==> config.mk <==
export PLATFORM = sky130hd
export DESIGN_NAME = wcx_ctrl
export DESIGN_NICKNAME = d
export VERILOG_FILES = /design/src/rtl/wcx_pkg.sv /design/src/rtl/wcx_ctrl.sv
export VERILOG_INCLUDE_DIRS = /design/src /design/src/rtl
export SDC_FILE = /design/constraint.sdc
export NUM_CORES = 1
export LEC_CHECK = 0
export ABC_AREA = 1
export BUFFER_PORTS_ARGS = -buffer_cell sky130_fd_sc_hd__buf_2
export CAP_MARGIN = 5
export CORE_MARGIN = 5
export CORE_UTILIZATION = 34
export DETAILED_ROUTE_END_ITERATION = 6
export HOLD_SLACK_MARGIN = 0.08
export PLACE_DENSITY = 0.56
export SLEW_MARGIN = 20
export SYNTH_ARGS = -nofsm -noshare
export SYNTH_HDL_FRONTEND = slang
export SYNTH_SLANG_ARGS = --single-unit
==> constraint.sdc <==
create_clock -name aclk -period 1.8 [get_ports aclk]
set_input_delay 0.18 -clock aclk [delete_from_list [all_inputs] [get_ports aclk]]
set_output_delay 0.18 -clock aclk [all_outputs]
set_load 0.01 [all_outputs]
==> src/rtl/wavelength_to_cie_xyz_macros.svh <==
// assertion macros used by the wavelength to cie xyz control block
`ifndef WAVELENGTH_TO_CIE_XYZ_MACROS_SVH
`define WAVELENGTH_TO_CIE_XYZ_MACROS_SVH
`ifndef ASSERT_OFF
// check that holds outside reset
`define WCX_ASSERT(lbl, prop) \
    lbl: assert property (@(posedge aclk) disable iff (!aresetn) prop) \
        else $error("wcx assertion failed");
// check that also covers the reset cycles
`define WCX_ASSERT_RST(lbl, prop) \
    lbl: assert property (@(posedge aclk) prop) \
        else $error("wcx reset assertion failed");
`else
`define WCX_ASSERT(lbl, prop)
`define WCX_ASSERT_RST(lbl, prop)
`endif
`endif

==> src/rtl/wcx_pkg.sv <==
// shared types, stage map and lobe constants of the cie xyz block
package wcx_pkg;

    localparam int W_W      = 16;
    localparam int OUT_W    = 16;
    localparam int LOBE_CNT = 7;

    // exp(-u) table
    localparam int EXP_TABLE_DEPTH_DEF = 256;
    localparam int EXP_U_MAX           = 16;
    localparam int EXP_U_SH            = $clog2(EXP_U_MAX);
    localparam int TAYLOR_TERMS        = 24;
    localparam int ROM_W               = 17;
    localparam int F_W                 = 16;

    // u = (s*s)>>1 in q.44, far tail at u >= EXP_U_MAX
    localparam int U_FRAC = 44;
    localparam int U_W    = U_FRAC + EXP_U_SH;
    localparam int S_W    = U_W / 2 + 1;

    // weighted lobe and channel sums
    localparam int WP_W      = 35;
    localparam int SUM_W     = WP_W + 2;
    localparam int DROP_BITS = 18;
    localparam int OUT_MAX   = 32767;
    localparam int OUT_MIN   = -32768;

    // pipeline stage map
    localparam int ST_IN     = 0;
    localparam int ST_SEL    = 1;
    localparam int ST_MUL    = 2;
    localparam int ST_SQR    = 3;
    localparam int ST_IDX    = 4;
    localparam int ST_ROM    = 5;
    localparam int ST_INT    = 6;
    localparam int ST_EXP    = 7;
    localparam int ST_WGT    = 8;
    localparam int ST_SUM    = 9;
    localparam int ST_OUT    = 10;
    localparam int STAGE_CNT = 11;

    typedef logic [STAGE_CNT-1:0] pipe_en_t;
    typedef logic signed [WP_W-1:0] wp_t;

    typedef enum logic [1:0] {
        CH_X,
        CH_Y,
        CH_Z
    } chan_t;

    localparam int CH_CNT = 3;

    // centres q10.6, widths q0.16, weights signed q.16
    localparam logic [W_W-1:0] LOBE_CENTRE [LOBE_CNT] = '{
        16'd38387, 16'd28288, 16'd32070, 16'd36403, 16'd33978, 16'd27968, 16'd29376
    };
    localparam logic [15:0] LOBE_LEFT [LOBE_CNT] = '{
        16'd1730, 16'd4089, 16'd3211, 16'd1396, 16'd4017, 16'd5538, 16'd2523
    };
    localparam logic [15:0] LOBE_RIGHT [LOBE_CNT] = '{
        16'd2117, 16'd2451, 16'd2503, 16'd1619, 16'd2110, 16'd1822, 16'd4751
    };
    localparam logic signed [17:0] LOBE_WEIGHT [LOBE_CNT] = '{
        18'sd69206, 18'sd23724, -18'sd4260, 18'sd53805, 18'sd18743, 18'sd79757, 18'sd44630
    };
    localparam chan_t LOBE_CHAN [LOBE_CNT] = '{
        CH_X, CH_X, CH_X, CH_Y, CH_Y, CH_Z, CH_Z
    };

endpackage

==> src/rtl/wcx_ctrl.sv <==
// valid bits and stall control of the cie xyz pipeline
`include "wavelength_to_cie_xyz_macros.svh"

module wcx_ctrl (
    input  logic              aclk,
    input  logic              aresetn,
    input  logic              s_valid,
    output logic              s_ready,
    output logic              m_valid,
    input  logic              m_ready,
    output wcx_pkg::pipe_en_t en
);
    import wcx_pkg::*;

    localparam pipe_en_t FULL_MASK = '1;

    pipe_en_t valid_reg;
    pipe_en_t valid_next;
    pipe_en_t up_valid;
    pipe_en_t stage_rdy;
    logic     in_acc;
    logic     out_acc;
    int       occ;
    int       occ_delta;

    // a stage may load when it or some later stage has a hole or the sink takes
    always_comb begin
        up_valid = {valid_reg[STAGE_CNT-2:0], s_valid};
        for (int k = 0; k < STAGE_CNT; k++) begin
            stage_rdy[k] = m_ready || ((valid_reg >> k) != (FULL_MASK >> k));
        end
        en         = stage_rdy & up_valid;
        valid_next = (stage_rdy & up_valid) | (~stage_rdy & valid_reg);
    end

    always_ff @(posedge aclk) begin
        if (!aresetn) begin
            valid_reg <= '0;
        end else begin
            valid_reg <= valid_next;
        end
    end

    assign s_ready = stage_rdy[ST_IN];
    assign m_valid = valid_reg[ST_OUT];
    assign in_acc  = s_valid && s_ready;
    assign out_acc = m_valid && m_ready;

    // items in flight and their change from the handshakes of the current cycle
    assign occ       = $countones(valid_reg);
    assign occ_delta = int'(in_acc) - int'(out_acc);

    `WCX_ASSERT_RST(a_reset_clears, !aresetn |=> (valid_reg == '0))
    `WCX_ASSERT(a_full_when_blocked, !s_ready |-> ((&valid_reg) && !m_ready))
    `WCX_ASSERT(a_item_count, $past(aresetn) |-> (occ == $past(occ) + $past(occ_delta)))

endmodule

Word-level counts from Yosys, hierarchy flattened
Index checks and enable logic that the tools add are counted.
{"block": "word_totals", "regBits": 11, "in_bits": 4, "output_inout_bits": 13, "word_cells": 27}
{"block": "classes", "eq_ne": 10, "n_bitwise": 5, "reduce_logical": 11}
{"cell": "$and 11x11->11", "n": 2}
{"cell": "$logic_or 1x1->1", "n": 11}
{"cell": "$ne 11x11->1 const B", "n": 1}
{"cell": "$not 11->11", "n": 1}
{"cell": "$or 11x11->11", "n": 1}
{"cell": "$ne 10x10->1 const B", "n": 1}
{"cell": "$ne 9x9->1 const B", "n": 1}
{"cell": "$ne 8x8->1 const B", "n": 1}
{"cell": "$ne 7x7->1 const B", "n": 1}
{"cell": "$ne 6x6->1 const B", "n": 1}
{"cell": "$ne 5x5->1 const B", "n": 1}
{"cell": "$ne 4x4->1 const B", "n": 1}
{"cell": "$ne 3x3->1 const B", "n": 1}
{"cell": "$ne 2x2->1 const B", "n": 1}
{"cell": "$not 1->1", "n": 1}

Longest topological paths before layout
{"block": "depth", "word_depth": 5, "depth_mapped": 7, "mapped_depth_nobuf": 6}

Worst setup path before layout
OpenSTA, ideal clock, no wires.
{"block": "synth_timing", "path_type": "flip-flop to output port", "from": "reg (tool-made name)", "to": "out en[0]", "arrival_time_ps": 980, "required_time_ps": 1620, "slack_ps": 640, "path_stages_with_launch": 5, "path_buffers": 0, "path_cell_list": "dfxtp_1 -> nand2_2 -> nor2_2 -> nand4_1 -> and2_1"}
{"item": "to (decl)", "line": "wcx_ctrl.sv:11", "rtl": "output wcx_pkg::pipe_en_t en"}

==> run metrics <==
wire length of the first global-routing pass between 1.5 and 2 mm; clock latency on the worst-skew pair 0.26 ns; critical path start-end classification reg2out; clock tree from TritonCTS yes; vias in the first global route 380; clock period minus worst slack between 1.5 and 2 ns; final hold violation count 0; Floorplan Core Area about 1400 µm²; DRC Markers 0; Final ANT Viol Nets 0; worst vdd rail ir drop 0.532 mV; final cycle utilization of the critical path between 80% and 90%; total inserted antenna cells 0; routed via count 475; area growth from synthesis to final layout 22.8%; data arrival time at the worst-slack endpoint roughly 1.4 ns; Initial DRT Pass Iterations 4; aggregate global routing overflow 0; unrepaired setup endpoints after global routing false; die extent in x 48.5 µm; post-synthesis mux area share 0%; simple-gate portion of the synthesized area 27.5%; average routed wire per standard cell 8.89 µm; required time of the critical path 1.62 ns; DP Worst Slack 0.377 ns; CP max stage delay approximately 0.35 ns; register bit total from synthesis 11; hold buffer count at CTS 0; xor-xnor portion of the synthesized cell area 0%; Post-CTS Setup Repair Bufs 0; number of nets at the end of the flow 98; maximum clock insertion buffer count 2; post-cts resize count 0; fraction of layout instances using a drive strength above 1 23.7%; HP Class in2reg; share of synthesized area occupied by flip-flops and latches a little over two fifths; Power Dens Cells 700 nW/µm²; standard-cell row count 13; final setup violating endpoints 0; worst rel slew slack 77.1%; startpoint type of the worst setup path flop; fmax 628 MHz; antenna violations before repair 0; CTS clock-pin slew for the worst setup and hold paths 0.07 ns; root buffer selected by CTS sky130_fd_sc_hd__clkbuf_4; CP Capture Type output pin; wire length reported by the detailed router 960 µm; core utilization of the finished layout 45.9%; biggest area consumer among synthesized cells sky130_fd_sc_hd__dfxtp_1; Yosys warning count 0; H-tree depth 1; count of different cell masters after synthesis 13; DP Cell Count 104; CTS Buf Count 3; post-route setup TNS 0 ns; GP Congestion ~0.68; total die area 2350 µm²; sink count of the clock tree 11; Iteration-0 DRC Markers 8; Cells after Synth 75; area of the mapped netlist 504 µm²; initial core utilization 37.3%; sum of net half-perimeters after detailed placement around 730 µm; leak pwr 0.328 nW; Post-Layout Cell Count 108; status finished, final reports clean; Filler Cell Count 163; number of vias per cell 4.40; Vert. Die Dim between 40 and 50 µm; fraction of post-synthesis cell area in the top cell type by area 43.7%; number of maximum-capacitance violations 0; pin count of the biggest net entering global routing 12; Least-Margin Pin Slew between 0.3 and 0.4 ns; synth top area cells sky130_fd_sc_hd__dfxtp_1, sky130_fd_sc_hd__inv_1, sky130_fd_sc_hd__a21oi_1; syn nets 79; Max FO, Critical Path 11; chain of cells forming the critical path nand2_1, nor2_4, nand4_1, and2_1, buf_2; Post-Synth Adder-Cell Area 0%; pins over their slew limit 0; share of the synthesized area in compound gates (AO/OA/AOI/OAI) a little over a tenth; Clock Skews about 0.0037 ns; per-instance average area after synthesis between 6 and 7 µm²; CP max-delay cell sky130_fd_sc_hd__dfxtp_1; minimum setup slack in the final design 0.208 ns; Total GRT Usage 8.54%; count of buffers from port buffering 16; IO Count 17; main combinational cell family by area after synthesis simple AND/OR/NAND/NOR gates
## layout by cell type, fill, tap and decap left out, types with 2 or more instances in the layout
cell type and instances:
sky130_fd_sc_hd__inv_1 19, sky130_fd_sc_hd__buf_2 16, sky130_fd_sc_hd__nand2_1 11, sky130_fd_sc_hd__a21oi_1 11, sky130_fd_sc_hd__dfxtp_1 11, sky130_fd_sc_hd__nor2_1 10, sky130_fd_sc_hd__nand4_1 4, sky130_fd_sc_hd__clkbuf_4 3
sky130_fd_sc_hd__and2_1 2, sky130_fd_sc_hd__nand3_1 2
## cell usage after synthesis
library cell               instances
sky130_fd_sc_hd__clkbuf_1          1
sky130_fd_sc_hd__nand4_1           4
sky130_fd_sc_hd__a21oi_1          11
sky130_fd_sc_hd__nand3_1           2
sky130_fd_sc_hd__nand2_1          11
sky130_fd_sc_hd__inv_1            19
sky130_fd_sc_hd__nor2_1           10
sky130_fd_sc_hd__nand2_2           1
sky130_fd_sc_hd__and2_1            2
sky130_fd_sc_hd__buf_6             1
sky130_fd_sc_hd__nor2_2            1
sky130_fd_sc_hd__dfxtp_1          11
sky130_fd_sc_hd__inv_2             1
## worst max-delay path: cells and delay by family (launching register included)
family,cells,cell delay (ns)
buffers and inverters,1,0.13
and+or+nand+nor,4,0.68
DFF,1,0.35
## where the power goes
group          switching, mW  internal, mW  leakage (nW)
registers            0.00222         0.247        0.0892
clock network         0.0764        0.0856        0.0150
logic                 0.0129       0.00945         0.224
## cell families (layout without fill, tap and decap cells)
group | after synthesis | in the layout
compound gates | 11 | 11
buf+inv | 22 | 40
flops | 11 | 11
simple gates | 31 | 31
## through the flow
stage / power [mW] / area [µm²] / hold slack (ns)
5_1_grt: 0.456 / 619 / 0.165
2_1_floorplan: 0.268 / 504 / 0.309
3_5_place_dp: 0.277 / 588 / 0.442
3_3_place_gp: 0.278 / 588 / 0.438
4_1_cts: 0.443 / 614 / 0.158
6_report: 0.433 / 619 / 0.166
## final timing paths
kind	startpoint	to	slack, ns	cells after the start
worst max-delay path	flop	en[0]	0.21	5
worst min-delay path	s_valid	flop	0.17	3
worst max register to register	flop	flop	0.73	4
worst min register to register	flop	flop	0.47	2
## layer usage
layer	vias up	wire length [µm]	track usage [%]	share of wire, %
met5	-	0	0	0
met4	0	10	2.69	1.0
met3	2	74	5.50	7.7
met2	11	432	12.8	45
met1	202	443	9.81	46
li1	260	-	-	-
## cell type report
cell class	count	area [µm²]	area share, %
sequential	11	220	35.6
timing repair buffer	16	80.1	12.9
clock buffer	4	26.3	4.24
inverter	20	75.1	12.1
tap	15	18.8	3.03
multi-input combinational	42	199	32.1
Note: power is estimated with default switching activity, not from simulation.
