$ cat config.mk
export PLATFORM = sky130hd
export DESIGN_NAME = wcx_mix
export DESIGN_NICKNAME = d
export VERILOG_FILES = /design/src/rtl/wavelength_to_cie_xyz_macros.svh /design/src/rtl/wcx_pkg.sv /design/src/rtl/wcx_mix.sv
export SDC_FILE = /design/constraint.sdc
export NUM_CORES = 1
export LEC_CHECK = 0
export BUFFER_PORTS_ARGS = -buffer_cell sky130_fd_sc_hd__buf_2
export CELL_PAD_IN_SITES_DETAIL_PLACEMENT = 0
export CELL_PAD_IN_SITES_GLOBAL_PLACEMENT = 2
export CORE_ASPECT_RATIO = 1.1
export CORE_MARGIN = 2
export CORE_UTILIZATION = 28
export DETAILED_ROUTE_END_ITERATION = 8
export PLACE_DENSITY_LB_ADDON = 0.1
export SLEW_MARGIN = 20
export SYNTH_ARGS = -nofsm -noshare
export SYNTH_HDL_FRONTEND = slang
export SYNTH_SLANG_ARGS = --single-unit
$ cat constraint.sdc
create_clock -name aclk -period 3.5 [get_ports aclk]
set_input_delay 0.7 -clock aclk [delete_from_list [all_inputs] [get_ports aclk]]
set_output_delay 0.7 -clock aclk [all_outputs]
set_load 0.02 [all_outputs]
$ cat src/rtl/wavelength_to_cie_xyz_macros.svh
// assertion macros used by the wavelength to cie xyz control block
`ifndef WAVELENGTH_TO_CIE_XYZ_MACROS_SVH
`define WAVELENGTH_TO_CIE_XYZ_MACROS_SVH
`ifndef ASSERT_OFF
// check that holds outside reset
`define WCX_ASSERT(lbl, prop) \
    lbl: assert property (@(posedge aclk) disable iff (!aresetn) prop) \
        else $error("wcx assertion failed");
// check that also covers the reset cycles
`define WCX_ASSERT_RST(lbl, prop) \
    lbl: assert property (@(posedge aclk) prop) \
        else $error("wcx reset assertion failed");
`else
`define WCX_ASSERT(lbl, prop)
`define WCX_ASSERT_RST(lbl, prop)
`endif
`endif

$ cat src/rtl/wcx_pkg.sv
// shared types, stage map and lobe constants of the cie xyz block
package wcx_pkg;

    localparam int W_W      = 16;
    localparam int OUT_W    = 16;
    localparam int LOBE_CNT = 7;

    // exp(-u) table
    localparam int EXP_TABLE_DEPTH_DEF = 256;
    localparam int EXP_U_MAX           = 16;
    localparam int EXP_U_SH            = $clog2(EXP_U_MAX);
    localparam int TAYLOR_TERMS        = 24;
    localparam int ROM_W               = 17;
    localparam int F_W                 = 16;

    // u = (s*s)>>1 in q.44, far tail at u >= EXP_U_MAX
    localparam int U_FRAC = 44;
    localparam int U_W    = U_FRAC + EXP_U_SH;
    localparam int S_W    = U_W / 2 + 1;

    // weighted lobe and channel sums
    localparam int WP_W      = 35;
    localparam int SUM_W     = WP_W + 2;
    localparam int DROP_BITS = 18;
    localparam int OUT_MAX   = 32767;
    localparam int OUT_MIN   = -32768;

    // pipeline stage map
    localparam int ST_IN     = 0;
    localparam int ST_SEL    = 1;
    localparam int ST_MUL    = 2;
    localparam int ST_SQR    = 3;
    localparam int ST_IDX    = 4;
    localparam int ST_ROM    = 5;
    localparam int ST_INT    = 6;
    localparam int ST_EXP    = 7;
    localparam int ST_WGT    = 8;
    localparam int ST_SUM    = 9;
    localparam int ST_OUT    = 10;
    localparam int STAGE_CNT = 11;

    typedef logic [STAGE_CNT-1:0] pipe_en_t;
    typedef logic signed [WP_W-1:0] wp_t;

    typedef enum logic [1:0] {
        CH_X,
        CH_Y,
        CH_Z
    } chan_t;

    localparam int CH_CNT = 3;

    // centres q10.6, widths q0.16, weights signed q.16
    localparam logic [W_W-1:0] LOBE_CENTRE [LOBE_CNT] = '{
        16'd38387, 16'd28288, 16'd32070, 16'd36403, 16'd33978, 16'd27968, 16'd29376
    };
    localparam logic [15:0] LOBE_LEFT [LOBE_CNT] = '{
        16'd1730, 16'd4089, 16'd3211, 16'd1396, 16'd4017, 16'd5538, 16'd2523
    };
    localparam logic [15:0] LOBE_RIGHT [LOBE_CNT] = '{
        16'd2117, 16'd2451, 16'd2503, 16'd1619, 16'd2110, 16'd1822, 16'd4751
    };
    localparam logic signed [17:0] LOBE_WEIGHT [LOBE_CNT] = '{
        18'sd69206, 18'sd23724, -18'sd4260, 18'sd53805, 18'sd18743, 18'sd79757, 18'sd44630
    };
    localparam chan_t LOBE_CHAN [LOBE_CNT] = '{
        CH_X, CH_X, CH_X, CH_Y, CH_Y, CH_Z, CH_Z
    };

endpackage

$ cat src/rtl/wcx_mix.sv
// channel sums of the weighted lobes, rounding and saturation to q2.14
module wcx_mix (
    input  logic                             aclk,
    input  wcx_pkg::pipe_en_t                en,
    input  wcx_pkg::wp_t                     wp [wcx_pkg::LOBE_CNT],
    output logic signed [wcx_pkg::OUT_W-1:0] m_x_value,
    output logic signed [wcx_pkg::OUT_W-1:0] m_y_value,
    output logic signed [wcx_pkg::OUT_W-1:0] m_z_value
);
    import wcx_pkg::*;

    // round half up to q.14, then clip
    function automatic logic signed [OUT_W-1:0] to_q14(input logic signed [SUM_W-1:0] s);
        logic signed [SUM_W:0] b;
        b = (SUM_W+1)'(s) + (SUM_W+1)'(1 << (DROP_BITS - 1));
        b = b >>> DROP_BITS;
        if (b > OUT_MAX) begin
            return OUT_W'(OUT_MAX);
        end else if (b < OUT_MIN) begin
            return OUT_W'(OUT_MIN);
        end
        return OUT_W'(b);
    endfunction

    logic signed [SUM_W-1:0] sum_next [CH_CNT];
    logic signed [SUM_W-1:0] sum_reg  [CH_CNT];
    logic signed [OUT_W-1:0] x_reg;
    logic signed [OUT_W-1:0] y_reg;
    logic signed [OUT_W-1:0] z_reg;

    always_comb begin
        for (int c = 0; c < CH_CNT; c++) begin
            sum_next[c] = '0;
        end
        for (int i = 0; i < LOBE_CNT; i++) begin
            sum_next[LOBE_CHAN[i]] = sum_next[LOBE_CHAN[i]] + SUM_W'(wp[i]);
        end
    end

    always_ff @(posedge aclk) begin
        if (en[ST_SUM]) begin
            sum_reg <= sum_next;
        end
    end

    always_ff @(posedge aclk) begin
        if (en[ST_OUT]) begin
            x_reg <= to_q14(sum_reg[CH_X]);
            y_reg <= to_q14(sum_reg[CH_Y]);
            z_reg <= to_q14(sum_reg[CH_Z]);
        end
    end

    assign m_x_value = x_reg;
    assign m_y_value = y_reg;
    assign m_z_value = z_reg;

endmodule

======== Yosys cells after proc, flatten, opt, wreduce, memory -nomap -nowiden ========
Cells that the tools add are included.
word-level totals
  register bits after elaboration ......... 157
  output and inout port bits .............. 48
cells by class
  add/sub/neg operators ................... 7
  magnitude comparators ................... 6
  multiplexer cells ....................... 18
operators with widths
  operator                                                      number
  two-way mux 16 bit                                            9
  adder 35 x 35 -> 36 bit                                       3
  adder 36 x 19 -> 37 bit, second input constant                2
  adder 37 x 19 -> 38 bit, second input constant                1
  > comparator 19 x 16 -> 1 bit, second input constant          2
  less-than comparator 19 x 16 -> 1 bit, second input constant  2
  adder 36 x 35 -> 37 bit                                       1
  > comparator 20 x 16 -> 1 bit, second input constant          1
  less-than comparator 20 x 16 -> 1 bit, second input constant  1
  two-way mux 1 bit                                             9

======== Depth between registers and ports, before layout ========
  word-level depth ........................ 6
  gate-level depth with buffers ........... 12
  depth with buffers taken out ............ 12

======== Worst setup path after synthesis ========
Ideal clock, no wire load.
  path kind ............................... input-to-reg
  start ................................... in wp[149] in the netlist's numbering
  end ..................................... reg sum_reg[109] in the netlist's numbering (data pin)
  arrival time ............................ 3100 ps
  slack ................................... 127 ps
  cell stages on the path ................. 12
  cell sequence ........................... inv_1 -> fa_1 -> inv_1 -> ha_1 -> a21o_1 -> a21o_1 -> a221o_1 -> a31oi_2 -> o211ai_1 -> a21oi_2 -> o31ai_1 -> xor2_1
RTL lines
  what                  line           text
  start, declared       wcx_mix.sv:5   input wcx_pkg::wp_t wp [wcx_pkg::LOBE_CNT],
  end signal, assigned  wcx_mix.sv:42  sum_reg <= sum_next;
  end, declared         wcx_mix.sv:26  logic signed [SUM_W-1:0] sum_reg [CH_CNT];

==> results.ini <==
[detailed_routing]
wl_um=24600
via_per_inst=4.69
ant_nets=0
vias=8053
wl_per_cell_um=14.4
drc_errors=0
first_pass_iters=4
drtIter0Drc=366

[timing]
period_share_pct=95.4
setup_ws_ns=0.162
hold_viol_final=0
finalMaxSlewViolations=0
setup_viol=0
rsz0062_at_grt=no
worst_pin_slew_ns=0.801
period_minus_slack_ns=3.34
timing.clock.skew_ns=0.00655
relSlewSlack_pct=46.6
max_freq_mhz=300

[placement]
io_buffers=295
dp_hpwl_um=21300
dp.cells=1693
finalWeightedCongestion=0.832
pre_cts_ws_ns=-0.259
placed_area_um2=11700

[logic_synthesis]
synth_edf_count=106
synth_top_family_by_area=adder cells
syn_inst=936
yosys-top-cells-count=edfxtp_1 (106), ha_1 (106), a21oi_1 (66), inv_1 (64), o21ai_0 (53)
synthMuxAreaShare_pct=0.119
syn_nets=1333
synth_compound_area_share_pct=21.0
syn_avg_cell_area_um2=10.1
ys_seq_area_share_pct=33.8
synth-simple-area-share_pct=12.0
synthAdderAreaFrac_pct=21.3
ys_ff_latch=106
synth_xor_area_share_pct=8.64
synth_cell_types=73
synth_top_area_share_pct=33.8
synthArstFlopShare_pct=0
synth_area_leaders=edfxtp_1 (34%), ha_1 (14%), fa_1 (7.2%), xnor2_1 (4.6%), a21o_1 (4.1%)
yosys.area.top_type=edfxtp_1
synthFlopType=edfxtp_1
syn_area_um2=9430
yosys_warnings=0

[cts]
cts_root_buf=clkbuf_16
cts_tree=built
postCtsSetupBuffers=0
path_clk_slew_ns=0.07
htreeDepth=3
cts_buffers=9
cts_buffer_depth=2
clock-sinks=106
clk_latency_ns=0.35

[floorplan]
die_h_um=196
core-area_um2=33200
initial_core_util_pct=28.4
die_area_um2=35200
die_w_um=179
io_pins=305
num_rows=70

[pwr]
finalPower_w=0.00506
p_int_w=0.00327
leakage_nw=5.38
power.density_nw_per_um2=420
switching_power_w=0.00179
pwr-share-comb_pct=41.2
ir_drop_mv=0.235
swShare_pct=35.4
clkPwrFrac_pct=20.5
share_seq_of_total_power_pct=38.2

[cells_and_area]
fin_nets=1669
area_growth_pct=27.8
final_layout_size_suffix_gt1_share_pct=29.4
fin_area_um2=12000
largest_reg_flops=58
final_cells=1716
final_util_pct=36.3

[global_route]
grt_max_degree=33
antenna_found_initial=7
grt_pass1_wl_um=38800
grt_overflow=0
met2_usage_pct=24.1
grt_use_met1_pct=16.6
top_usage_layer=met2
grt.met3_usage_pct=4.09
grt_pass1_vias=8107
track_usage_pct=13.8

[worst_setup_path]
r2r_cells=7
cp.depth=13
cp-start-kind=input port
cp_top_family=compound AO/OA/AOI/OAI gates
path_cells=buf_2 -> inv_1 -> fa_1 -> inv_1 -> ha_1 -> a21o_1 -> a21o_1 -> a221o_1 -> a31oi_4 -> o211ai_1 -> a21oi_2 -> o311ai_1 -> xor2_1
rrSetupSlack_ns=0.79
reg2reg_from=sum_reg[17]$_DFFE_PP_
cpPeakStageDelay_ns=0.54
arrival_ns=3.43
cpMaxStageDelayCell=fa_1
reg2reg_to=m_z_value[9]$_DFFE_PP_
end_kind=register
criticalPathCategory=input port to register
critPathMaxFanout=5
cp.required_ns=3.59
path_buf_inv=3

[worst_hold_path]
hp-class=register to register
min_to=m_x_value[15]$_DFFE_PP_
hp-start=sum_reg[110]$_DFFE_PP_
min_path_cells=1

[status]
status=finished clean

[flow_run]
drv_cap=0

[per-stage QoR]
stage	hold slack, ns	TNS (ns)
final	0.639	0
after global routing	0.685	0
after CTS	0.642	0
after detailed placement	0.614	-1.69
after global placement	0.624	-1.60
after floorplan	0.572	0
[logic make-up (layout without fill, tap and decap cells)]
kind of cell / Yosys count / in the layout
adder cells (fa/ha/maj): 140 / 140
AND/OR/NAND/NOR: 222 / 222
AO/OA/AOI/OAI: 298 / 298
multiplexers: 1 / 1
other: 0 / 7
buffers and inverters: 76 / 417
XOR/XNOR: 93 / 93
flip-flops: 106 / 106
[power groups by stage]
stage / clock network [W] / registers [W] / logic [W]
after global routing: 0.00113 / 0.00197 / 0.00237
final: 0.00104 / 0.00194 / 0.00209
after floorplan: 0 / 0.00207 / 0.00122
after detailed placement: 0 / 0.00197 / 0.00211
after global placement: 0 / 0.00196 / 0.00212
after CTS: 0.00109 / 0.00194 / 0.00212
[metal layers]
metal	wire length (um)	part of all wire [%]
met5	0	0
met4	280	1.1
met3	1840	7.5
met2	12000	49
met1	10500	43
[layout make-up]
cell class                 instances  area, um2
tap                              432        541
inverter                          64        240
clock buffer                       9        225
sequential                       106       3180
clock inverter                     7       75.1
timing repair buffer             337       1800
fill                            3515      21100
antenna                            7       17.5
multi-input combinational        754       5960
[worst register-to-register path: stages (launching register included)]
cell and delay (ns):
edfxtp_1 0.39, ha_1 0.22, inv_1 0.09, or3_1 0.45
or3_1 0.42, a31oi_1 0.51, buf_4 0.27, o21ai_1 0.09
[cell usage in the layout (no fill, tap or decap), types with 7 or more instances in the layout]
master and instances:
clkbuf_16 9, buf_2 295, fa_1 34, a21oi_1 66, nand3_1 42, o21ai_0 53
nor3_1 8, o21bai_1 10, and3_1 13, a31oi_1 7, a21o_1 51, diode_2 7
nor2_1 42, o21ai_1 31, buf_4 41, nor2b_1 9, o21a_1 11, edfxtp_1 106
nand4_1 22, xor2_1 43, xnor2_1 50, inv_1 64, nand2_1 52, ha_1 106
[worst max-delay path by stage]
stage	startpoint	end
2_1_floorplan	wp[149]	sum_reg[109]$_DFFE_PP_
3_3_place_gp	wp[149]	sum_reg[109]$_DFFE_PP_
3_5_place_dp	wp[149]	sum_reg[109]$_DFFE_PP_
4_1_cts	wp[149]	sum_reg[109]$_DFFE_PP_
5_1_grt	wp[149]	sum_reg[106]$_DFFE_PP_
6_report	wp[149]	sum_reg[107]$_DFFE_PP_
[what timing repair did]
| item | CTS | global route |
|---|---|---|
| setup endpoints to repair | 0 | 5 |
| gates resized for setup | 0 | 2 |
| hold buffers | 0 | 0 |
No activity file was read; power rests on OpenSTA's default activity.
